==> src/hw/rtl/wch_pkg.sv <==
// ----------------------------------------------------------------------------
// Word count hash table package
// Shared constants, codes and controller/datapath interface types.
// ----------------------------------------------------------------------------
package wch_pkg;

  localparam int unsigned TableSlots   = 4096;
  localparam int unsigned VocabEntries = 1024;
  localparam int unsigned WordBytes    = 64;

  localparam int unsigned SlotW   = $clog2(TableSlots);
  localparam int unsigned EntryW  = $clog2(VocabEntries);
  localparam int unsigned UsedW   = EntryW + 1;
  localparam int unsigned OfsW    = $clog2(WordBytes);
  localparam int unsigned LenW    = OfsW + 1;
  localparam int unsigned StoreAw = EntryW + OfsW;
  localparam int unsigned ProbeW  = SlotW + 1;
  localparam int unsigned CountW  = 31;
  localparam int unsigned IndexW  = 10;
  localparam int unsigned StatusW = 3;

  localparam logic [CountW-1:0] CountMax = {CountW{1'b1}};
  localparam logic [LenW-1:0]   LenLimit = LenW'(WordBytes - 2);

  localparam logic [7:0] ChSpace   = 8'h20;
  localparam logic [7:0] ChTab     = 8'h09;
  localparam logic [7:0] ChNewline = 8'h0A;

  typedef enum logic [StatusW-1:0] {
    ST_FOUND     = 3'd0,
    ST_ADDED     = 3'd1,
    ST_NOT_FOUND = 3'd2,
    ST_EOS       = 3'd3,
    ST_TOO_LONG  = 3'd4,
    ST_FULL      = 3'd5
  } status_e;

  typedef enum logic [1:0] {
    OUT_WORD,
    OUT_EOS,
    OUT_LONG
  } out_sel_e;

  typedef enum logic [3:0] {
    S_CLEAR,
    S_IDLE,
    S_SLOT,
    S_SLOT_CHK,
    S_LEN,
    S_CMP_RD,
    S_CMP,
    S_FOUND,
    S_COPY_RD,
    S_COPY_WR,
    S_INSERT,
    S_WORD_OUT,
    S_EOS_OUT,
    S_LONG_OUT
  } state_e;

  typedef struct packed {
    logic     in_ready;
    logic     clear_wr;
    logic     append;
    logic     probe_start;
    logic     probe_next;
    logic     ofs_clr;
    logic     ofs_inc;
    logic     copy_wr;
    logic     insert;
    logic     res_load;
    status_e  res_kind;
    logic     out_load;
    out_sel_e out_sel;
  } ctrl_cmd_t;

  typedef struct packed {
    logic clear_done;
    logic in_valid;
    logic is_sep;
    logic is_nl;
    logic pend_zero;
    logic too_long;
    logic slot_valid;
    logic len_eq;
    logic byte_eq;
    logic ofs_last;
    logic last_probe;
    logic learn;
    logic vocab_full;
    logic out_free;
    logic nl_q;
  } dp_stat_t;

endpackage

==> src/hw/rtl/wch_ctrl.sv <==
// ----------------------------------------------------------------------------
// Word count hash table controller
// Sequences slot clearing, byte intake, probing, compare, insert and output.
// ----------------------------------------------------------------------------
module wch_ctrl (
  input  logic                clk_i,
  input  logic                rst_ni,
  input  wch_pkg::dp_stat_t   stat_i,
  output wch_pkg::ctrl_cmd_t  cmd_o
);

  wch_pkg::state_e state_q, state_d;

  always_ff @(posedge clk_i or negedge rst_ni) begin
    if (!rst_ni) begin
      state_q <= wch_pkg::S_CLEAR;
    end else begin
      state_q <= state_d;
    end
  end

  always_comb begin
    state_d = state_q;
    unique case (state_q)
      wch_pkg::S_CLEAR: begin
        if (stat_i.clear_done) state_d = wch_pkg::S_IDLE;
      end
      wch_pkg::S_IDLE: begin
        if (stat_i.in_valid) begin
          if (stat_i.is_sep) begin
            if (!stat_i.pend_zero) state_d = wch_pkg::S_SLOT;
            else if (stat_i.is_nl) state_d = wch_pkg::S_EOS_OUT;
          end else if (stat_i.too_long) begin
            state_d = wch_pkg::S_LONG_OUT;
          end
        end
      end
      wch_pkg::S_SLOT: state_d = wch_pkg::S_SLOT_CHK;
      wch_pkg::S_SLOT_CHK: begin
        if (!stat_i.slot_valid) begin
          if (stat_i.learn && !stat_i.vocab_full) state_d = wch_pkg::S_COPY_RD;
          else state_d = wch_pkg::S_WORD_OUT;
        end else begin
          state_d = wch_pkg::S_LEN;
        end
      end
      wch_pkg::S_LEN: begin
        if (stat_i.len_eq) state_d = wch_pkg::S_CMP_RD;
        else if (stat_i.last_probe) state_d = wch_pkg::S_WORD_OUT;
        else state_d = wch_pkg::S_SLOT;
      end
      wch_pkg::S_CMP_RD: state_d = wch_pkg::S_CMP;
      wch_pkg::S_CMP: begin
        if (!stat_i.byte_eq) begin
          if (stat_i.last_probe) state_d = wch_pkg::S_WORD_OUT;
          else state_d = wch_pkg::S_SLOT;
        end else if (stat_i.ofs_last) begin
          state_d = wch_pkg::S_FOUND;
        end else begin
          state_d = wch_pkg::S_CMP_RD;
        end
      end
      wch_pkg::S_FOUND: state_d = wch_pkg::S_WORD_OUT;
      wch_pkg::S_COPY_RD: state_d = wch_pkg::S_COPY_WR;
      wch_pkg::S_COPY_WR: begin
        if (stat_i.ofs_last) state_d = wch_pkg::S_INSERT;
        else state_d = wch_pkg::S_COPY_RD;
      end
      wch_pkg::S_INSERT: state_d = wch_pkg::S_WORD_OUT;
      wch_pkg::S_WORD_OUT: begin
        if (stat_i.out_free) state_d = stat_i.nl_q ? wch_pkg::S_EOS_OUT : wch_pkg::S_IDLE;
      end
      wch_pkg::S_EOS_OUT, wch_pkg::S_LONG_OUT: begin
        if (stat_i.out_free) state_d = wch_pkg::S_IDLE;
      end
      default: state_d = wch_pkg::S_IDLE;
    endcase
  end

  always_comb begin
    cmd_o = '0;
    cmd_o.res_kind = wch_pkg::ST_FOUND;
    cmd_o.out_sel  = wch_pkg::OUT_WORD;
    unique case (state_q)
      wch_pkg::S_CLEAR: cmd_o.clear_wr = 1'b1;
      wch_pkg::S_IDLE: begin
        cmd_o.in_ready = 1'b1;
        if (stat_i.in_valid) begin
          if (stat_i.is_sep) cmd_o.probe_start = 1'b1;
          else if (!stat_i.too_long) cmd_o.append = 1'b1;
        end
      end
      wch_pkg::S_SLOT_CHK: begin
        cmd_o.ofs_clr = 1'b1;
        if (!stat_i.slot_valid) begin
          if (!stat_i.learn) begin
            cmd_o.res_load = 1'b1;
            cmd_o.res_kind = wch_pkg::ST_NOT_FOUND;
          end else if (stat_i.vocab_full) begin
            cmd_o.res_load = 1'b1;
            cmd_o.res_kind = wch_pkg::ST_FULL;
          end
        end
      end
      wch_pkg::S_LEN: begin
        if (!stat_i.len_eq) begin
          if (stat_i.last_probe) begin
            cmd_o.res_load = 1'b1;
            cmd_o.res_kind = stat_i.learn ? wch_pkg::ST_FULL : wch_pkg::ST_NOT_FOUND;
          end else begin
            cmd_o.probe_next = 1'b1;
          end
        end
      end
      wch_pkg::S_CMP: begin
        cmd_o.ofs_inc = 1'b1;
        if (!stat_i.byte_eq) begin
          if (stat_i.last_probe) begin
            cmd_o.res_load = 1'b1;
            cmd_o.res_kind = stat_i.learn ? wch_pkg::ST_FULL : wch_pkg::ST_NOT_FOUND;
          end else begin
            cmd_o.probe_next = 1'b1;
          end
        end
      end
      wch_pkg::S_FOUND: begin
        cmd_o.res_load = 1'b1;
        cmd_o.res_kind = wch_pkg::ST_FOUND;
      end
      wch_pkg::S_COPY_WR: begin
        cmd_o.copy_wr = 1'b1;
        cmd_o.ofs_inc = 1'b1;
      end
      wch_pkg::S_INSERT: begin
        cmd_o.insert   = 1'b1;
        cmd_o.res_load = 1'b1;
        cmd_o.res_kind = wch_pkg::ST_ADDED;
      end
      wch_pkg::S_WORD_OUT: begin
        cmd_o.out_load = stat_i.out_free;
        cmd_o.out_sel  = wch_pkg::OUT_WORD;
      end
      wch_pkg::S_EOS_OUT: begin
        cmd_o.out_load = stat_i.out_free;
        cmd_o.out_sel  = wch_pkg::OUT_EOS;
      end
      wch_pkg::S_LONG_OUT: begin
        cmd_o.out_load = stat_i.out_free;
        cmd_o.out_sel  = wch_pkg::OUT_LONG;
      end
      default: ;
    endcase
  end

endmodule

==> config.mk <==
export PLATFORM = sky130hd
export DESIGN_NAME = wch_ctrl
export DESIGN_NICKNAME = d
export VERILOG_FILES = /design/src/hw/rtl/wch_pkg.sv /design/src/hw/rtl/wch_ctrl.sv
export SDC_FILE = /design/constraint.sdc
export NUM_CORES = 1
export LEC_CHECK = 0
export ABC_CLOCK_PERIOD_IN_PS = 1600
export BUFFER_PORTS_ARGS = -buffer_cell sky130_fd_sc_hd__buf_2
export CAP_MARGIN = 40
export CORE_MARGIN = 4
export CORE_UTILIZATION = 41
export DETAILED_ROUTE_END_ITERATION = 8
export HOLD_SLACK_MARGIN = 0.06
export PLACE_DENSITY = 0.75
export SYNTH_ARGS = -nofsm -noshare
export SYNTH_HDL_FRONTEND = slang
export SYNTH_SLANG_ARGS = --single-unit
==> constraint.sdc <==
create_clock -name clk_i -period 1.6 [get_ports clk_i]
set_clock_uncertainty 0.2 [all_clocks]
set_input_delay 0.16 -clock clk_i [delete_from_list [all_inputs] [get_ports clk_i]]
set_output_delay 0.16 -clock clk_i [all_outputs]
set_load 0.005 [all_outputs]
## Yosys cells after proc, flatten, opt, wreduce, memory -nomap -nowiden

Cells that the tools add are included.

| word-level totals | value |
|---|---|
| input port bits | 17 |
| output and inout bits | 16 |
| logic and storage cells | 68 |
| register bits | 4 |

| operators by class | value |
|---|---|
| multiplexer cells | 41 |
| reduce and logical (&&, ||, !) cells | 7 |
| equal/unequal tests | 19 |

Operators with widths:

| operator | count |
|---|---|
| 2-to-1 mux 4 bit | 19 |
| one-hot mux 4 bit (12 select lines) | 1 |
| == test 4 bit (second input constant) | 6 |
| one-hot mux 4 bit (5 select lines) | 1 |
| == test 4 x 3 -> 1 bit (second input constant) | 4 |
| 2-to-1 mux 1 bit | 12 |
| 2-to-1 mux 2 bit | 5 |
| one-hot mux 3 bit (3 select lines) | 1 |
| == test 4 x 2 -> 1 bit (second input constant) | 2 |
| != test 2 bit (second input constant) | 4 |
| AND reduction 6 bit | 1 |
| OR reduction 2 bit | 3 |
| == test 4 x 1 -> 1 bit (second input constant) | 1 |
| logical NOT 4 bit | 1 |
| != test 4 bit (second input constant) | 1 |
| 2-to-1 mux 3 bit | 1 |
| != test 3 bit (second input constant) | 1 |
| one-hot mux 1 bit (2 select lines) | 1 |
| logical AND 1 bit | 1 |
| logical NOT 1 bit | 1 |

## Depth between registers and ports, before layout

| depth | value |
|---|---|
| depth after elaboration | 5 |
| depth in mapped cells | 6 |
| gate-level depth less buffers | 5 |

## Worst setup path after synthesis

Ideal clock, no wire load.

| path | value |
|---|---|
| path kind | flip-flop to output port |
| from | register state_q[1] |
| to | output port cmd_o[3] (netlist name) |
| setup slack | -0.098 ns |
| data required time | 1.240 ns |
| buffers on the path | 1 |
| cell stages (with the launch flop) | 7 |
| arrival time | 1.338 ns |
| cell sequence | dfrtp_1 -> buf_6 -> and2_4 -> a2111oi_4 -> nand2_2 -> a21oi_2 -> or2_1 |

RTL lines:

| item | RTL line | text |
|---|---|---|
| start: declaration | wch_ctrl.sv:12 | `wch_pkg::state_e state_q, state_d;` |
| start signal: assignment | wch_ctrl.sv:16 | `state_q <= wch_pkg::S_CLEAR;` |
| start signal: assignment | wch_ctrl.sv:18 | `state_q <= state_d;` |
| end: declaration | wch_ctrl.sv:9 | `output wch_pkg::ctrl_cmd_t cmd_o` |

## Final worst setup path

| path | value |
|---|---|
| from | register state_q[1] |
| to | register state_q[1] |

| on the way | value |
|---|---|
| longest elaborated chain between the ends | 4 |
| elaborated cells on any way between the ends | 24 |
| classes of those cells | 19 x eq/ne; 1 x mux; 4 x reduce/logical |

Ends and longest elaborated chain:

| item | RTL line | text |
|---|---|---|
| == test 4 bit | wch_ctrl.sv:24 | `unique case (state_q)` |
| OR reduction 2 bit | wch_ctrl.sv:24 |  |
| != test 2 bit (no source line) | - |  |
| AND reduction 6 bit (no source line) | - |  |

Several ways; a longest one is shown, not always the timed one.
A chain may end at the register's enable or synchronous reset.

==> metrics.md <==
| Metric | Value |
|---|---|
| Yosys reg bits | 4 |
| All-Layer GR Usage | 24.6% |
| Min cycle time layout | 2060 ps |
| Grt ovf | 0 |
| Static Leakage | 0.634 nW |
| Clock sink count | 4 |
| R2r worst-path depth | 7 |
| HPWL after DPL | 1810 um |
| Antenna Violating Nets Remaining | 0 |
| Layout area overhead | 90.6% |
| Deepest clock path buffer count | 2 |
| Yosys cell types | 43 |
| Placed Cells | 162 |
| Worst-path clk slew | 40 ps |
| Final Hold Fails | 0 |
| Power per Cell Area | 1700 mW/mm^2 |
| Layout Cells excl Fill | 180 |
| Clock insertion delay at the later pin of the skew report | 240 ps |
| Commonest non-fill, non-tap cells in the layout | 32 x buf_2, 28 x buf_4, 10 x buf_6 |
| Synth Area per Inst | 7.30 um^2 |
| Final nets | 182 |
| First-pass GRT wire length | 4690 um |
| Asr flop ratio synth | 100% |
| Met1 usage | 28.7% |
| Most common cell after layout, fill and taps aside | buf_2 |
| WHS Path Cells | 4 |
| Worst min path class | in -> reg |
| Worst-margin pin slew | 484 ps |
| Setup TNS | -5330 ps |
| Crit Path Max Fanout | 6 |
| Final worst slack | -462 ps |
| Busiest grt layer | met2 |
| Chip width | 49.1 um |
| Largest net degree at the start of global routing | 15 |
| Ys flop type | dfrtp_1 |
| DR vias | 1088 |
| Root Buffer | clkbuf_4 |
| Utilization after layout | 84.8% |
| Initial DRC count | 31 |
| Net Count, Synth | 112 |
| Drt total wl | 3200 um |
| Fraction of layout cells with a size suffix above 1 | 61.3% |
| Number of detailed-route iterations in the first pass | 4 |
| Largest regs | state_q (4) |
| Max-Cap Viols | 0 |
| Final Max Slew Viols | 0 |
| H-tree lvl count | 1 |
| Number of flops mapped to enable cells by yosys | 0 |
| RSZ-0062 raised after global routing | yes |
| CP arrival | 1980 ps |
| CTS buffer count | 3 |
| M3 GR Usage | 5.81% |
| Detailed-route DRC error count | 0 |
| M2 GR Usage | 42.9% |
| Biggest register | state_q |
| Cells after Synth | 95 |
| Die ar. | 0.00241 mm^2 |
| Post-Place Setup Slack | -205 ps |
| Tcrit/Tclk final | 129% |
| Seq/Total Area, Yosys | 14.4% |
| Syn. warnings | 0 |
| Total power | 2.25 mW |
| Max VDD drop | 1.16 mV |
| Area of the core | 0.00156 mm^2 |
| Initial Util | 44.5% |
| CP Capture Type | register |
| Routed WL per cell | 17.8 um |
| Slew margin rel. | 67.3% |
| Status | complete, but fails checks |
| Required time of the critical path | 1520 ps |
| Fmax achieved | 485 MHz |
| Critical path class | reg -> reg |
| Chip height | 49.1 um |
| Failing checks | setup timing |
| Setup Viol. Count Final | 20 |
| Max reg flops | 4 |
| Initial antenna violation count | 1 |
| FP Rows | 14 |
| Vias in the first global route | 1030 |
| CTS tree | built |
| RD Place Congestion | 0.836 |
| Syn Std Cell Area | 693 um^2 |
| Drt via density | 6.04 |
| Port Buffers | 32 |
| Io pins | 33 |
| Setup crit start kind | register |
[final timing paths]
| kind | startpoint | endpoint | slack (ps) |
|---|---|---|---|
| worst max-delay path | state_q[1] | state_q[1] | -460 |
| worst min-delay path | stat_i[5] | state_q[1] | 90 |
| worst max register to register | state_q[1] | state_q[1] | -460 |
| worst min register to register | state_q[0] | state_q[0] | 630 |
| max in group asynchronous | rst_ni | state_q[0] | 270 |
| min in group asynchronous | rst_ni | state_q[1] | 720 |
[power by group]
| part | internal [mW] | total (mW) | switching, mW |
|---|---|---|---|
| Sequential | 0.153 | 0.245 | 0.0917 |
| Clock | 0.0841 | 0.128 | 0.0443 |
| Combinational | 0.991 | 1.88 | 0.887 |
| Total | 1.23 | 2.25 | 1.02 |
[worst max-delay path, stage by stage, from the launching register on]
cell,delay [ps]
dfrtp_2,450
buf_6,140
buf_6,110
buf_4,130
a2111oi_1,400
a211o_1,260
a21oi_4,60
a22o_1,180
[through the flow]
| stage | hold slack, ps | instance area [um^2] |
|---|---|---|
| 3_3_place_gp | -237 | 1030 |
| 6_report | 92.1 | 1320 |
| 3_5_place_dp | -233 | 1030 |
| 5_1_grt | 126 | 1320 |
| 4_1_cts | 94.3 | 1210 |
| 2_1_floorplan | -336 | 697 |
[synthesized netlist by cell type (2+ instances only)]
master	count	area share, %
inv_1	3	1.6
o22ai_1	4	3.6
nor2b_1	2	1.8
nor2_1	11	6.0
buf_4	2	2.2
nor4_1	2	1.8
a21oi_2	3	3.8
nand2b_1	10	9.0
nand2_1	5	2.7
o21ai_1	3	2.2
a21oi_1	4	2.9
nand4b_1	2	2.5
o21ai_0	3	2.2
nor3_1	2	1.4
dfrtp_1	4	14
nand3b_1	5	5.4
buf_2	3	2.2
clkbuf_1	2	1.1
[layer usage]
metal	wire (um)	vias up
met5	0	-
met4	182	0
met3	240	20
met2	1540	65
met1	1240	504
li1	-	499
[repair_timing]
item                                   in CTS  in global routing
hold buffers                                3                  0
gates cloned                                0                  0
endpoints found under the hold margin       5                  0
gates resized for setup                    22                 17
setup endpoints to repair                  20                 20
pin swaps                                   5                  5
setup buffers                               6                  5
[area by class of cell]
class	instances	area, um^2
inverter	3	11.3
fill	88	238
sequential	4	104
antenna	1	2.50
tap	16	20.0
clock buffer	3	22.5
multi-input combinational	80	648
timing repair buffer	73	513
[kinds of logic (layout without fill, tap and decap cells)]
family	count (synthesis)	in the layout	synth area share, %
and+or+nand+nor	48	48	41.2
other	0	1	0
buffers and inverters	11	79	8.66
DFF	4	4	14.4
AOI/OAI and AO/OA	30	30	32.7
muxes	2	2	3.07
No activity file was read; power rests on OpenSTA's default activity.
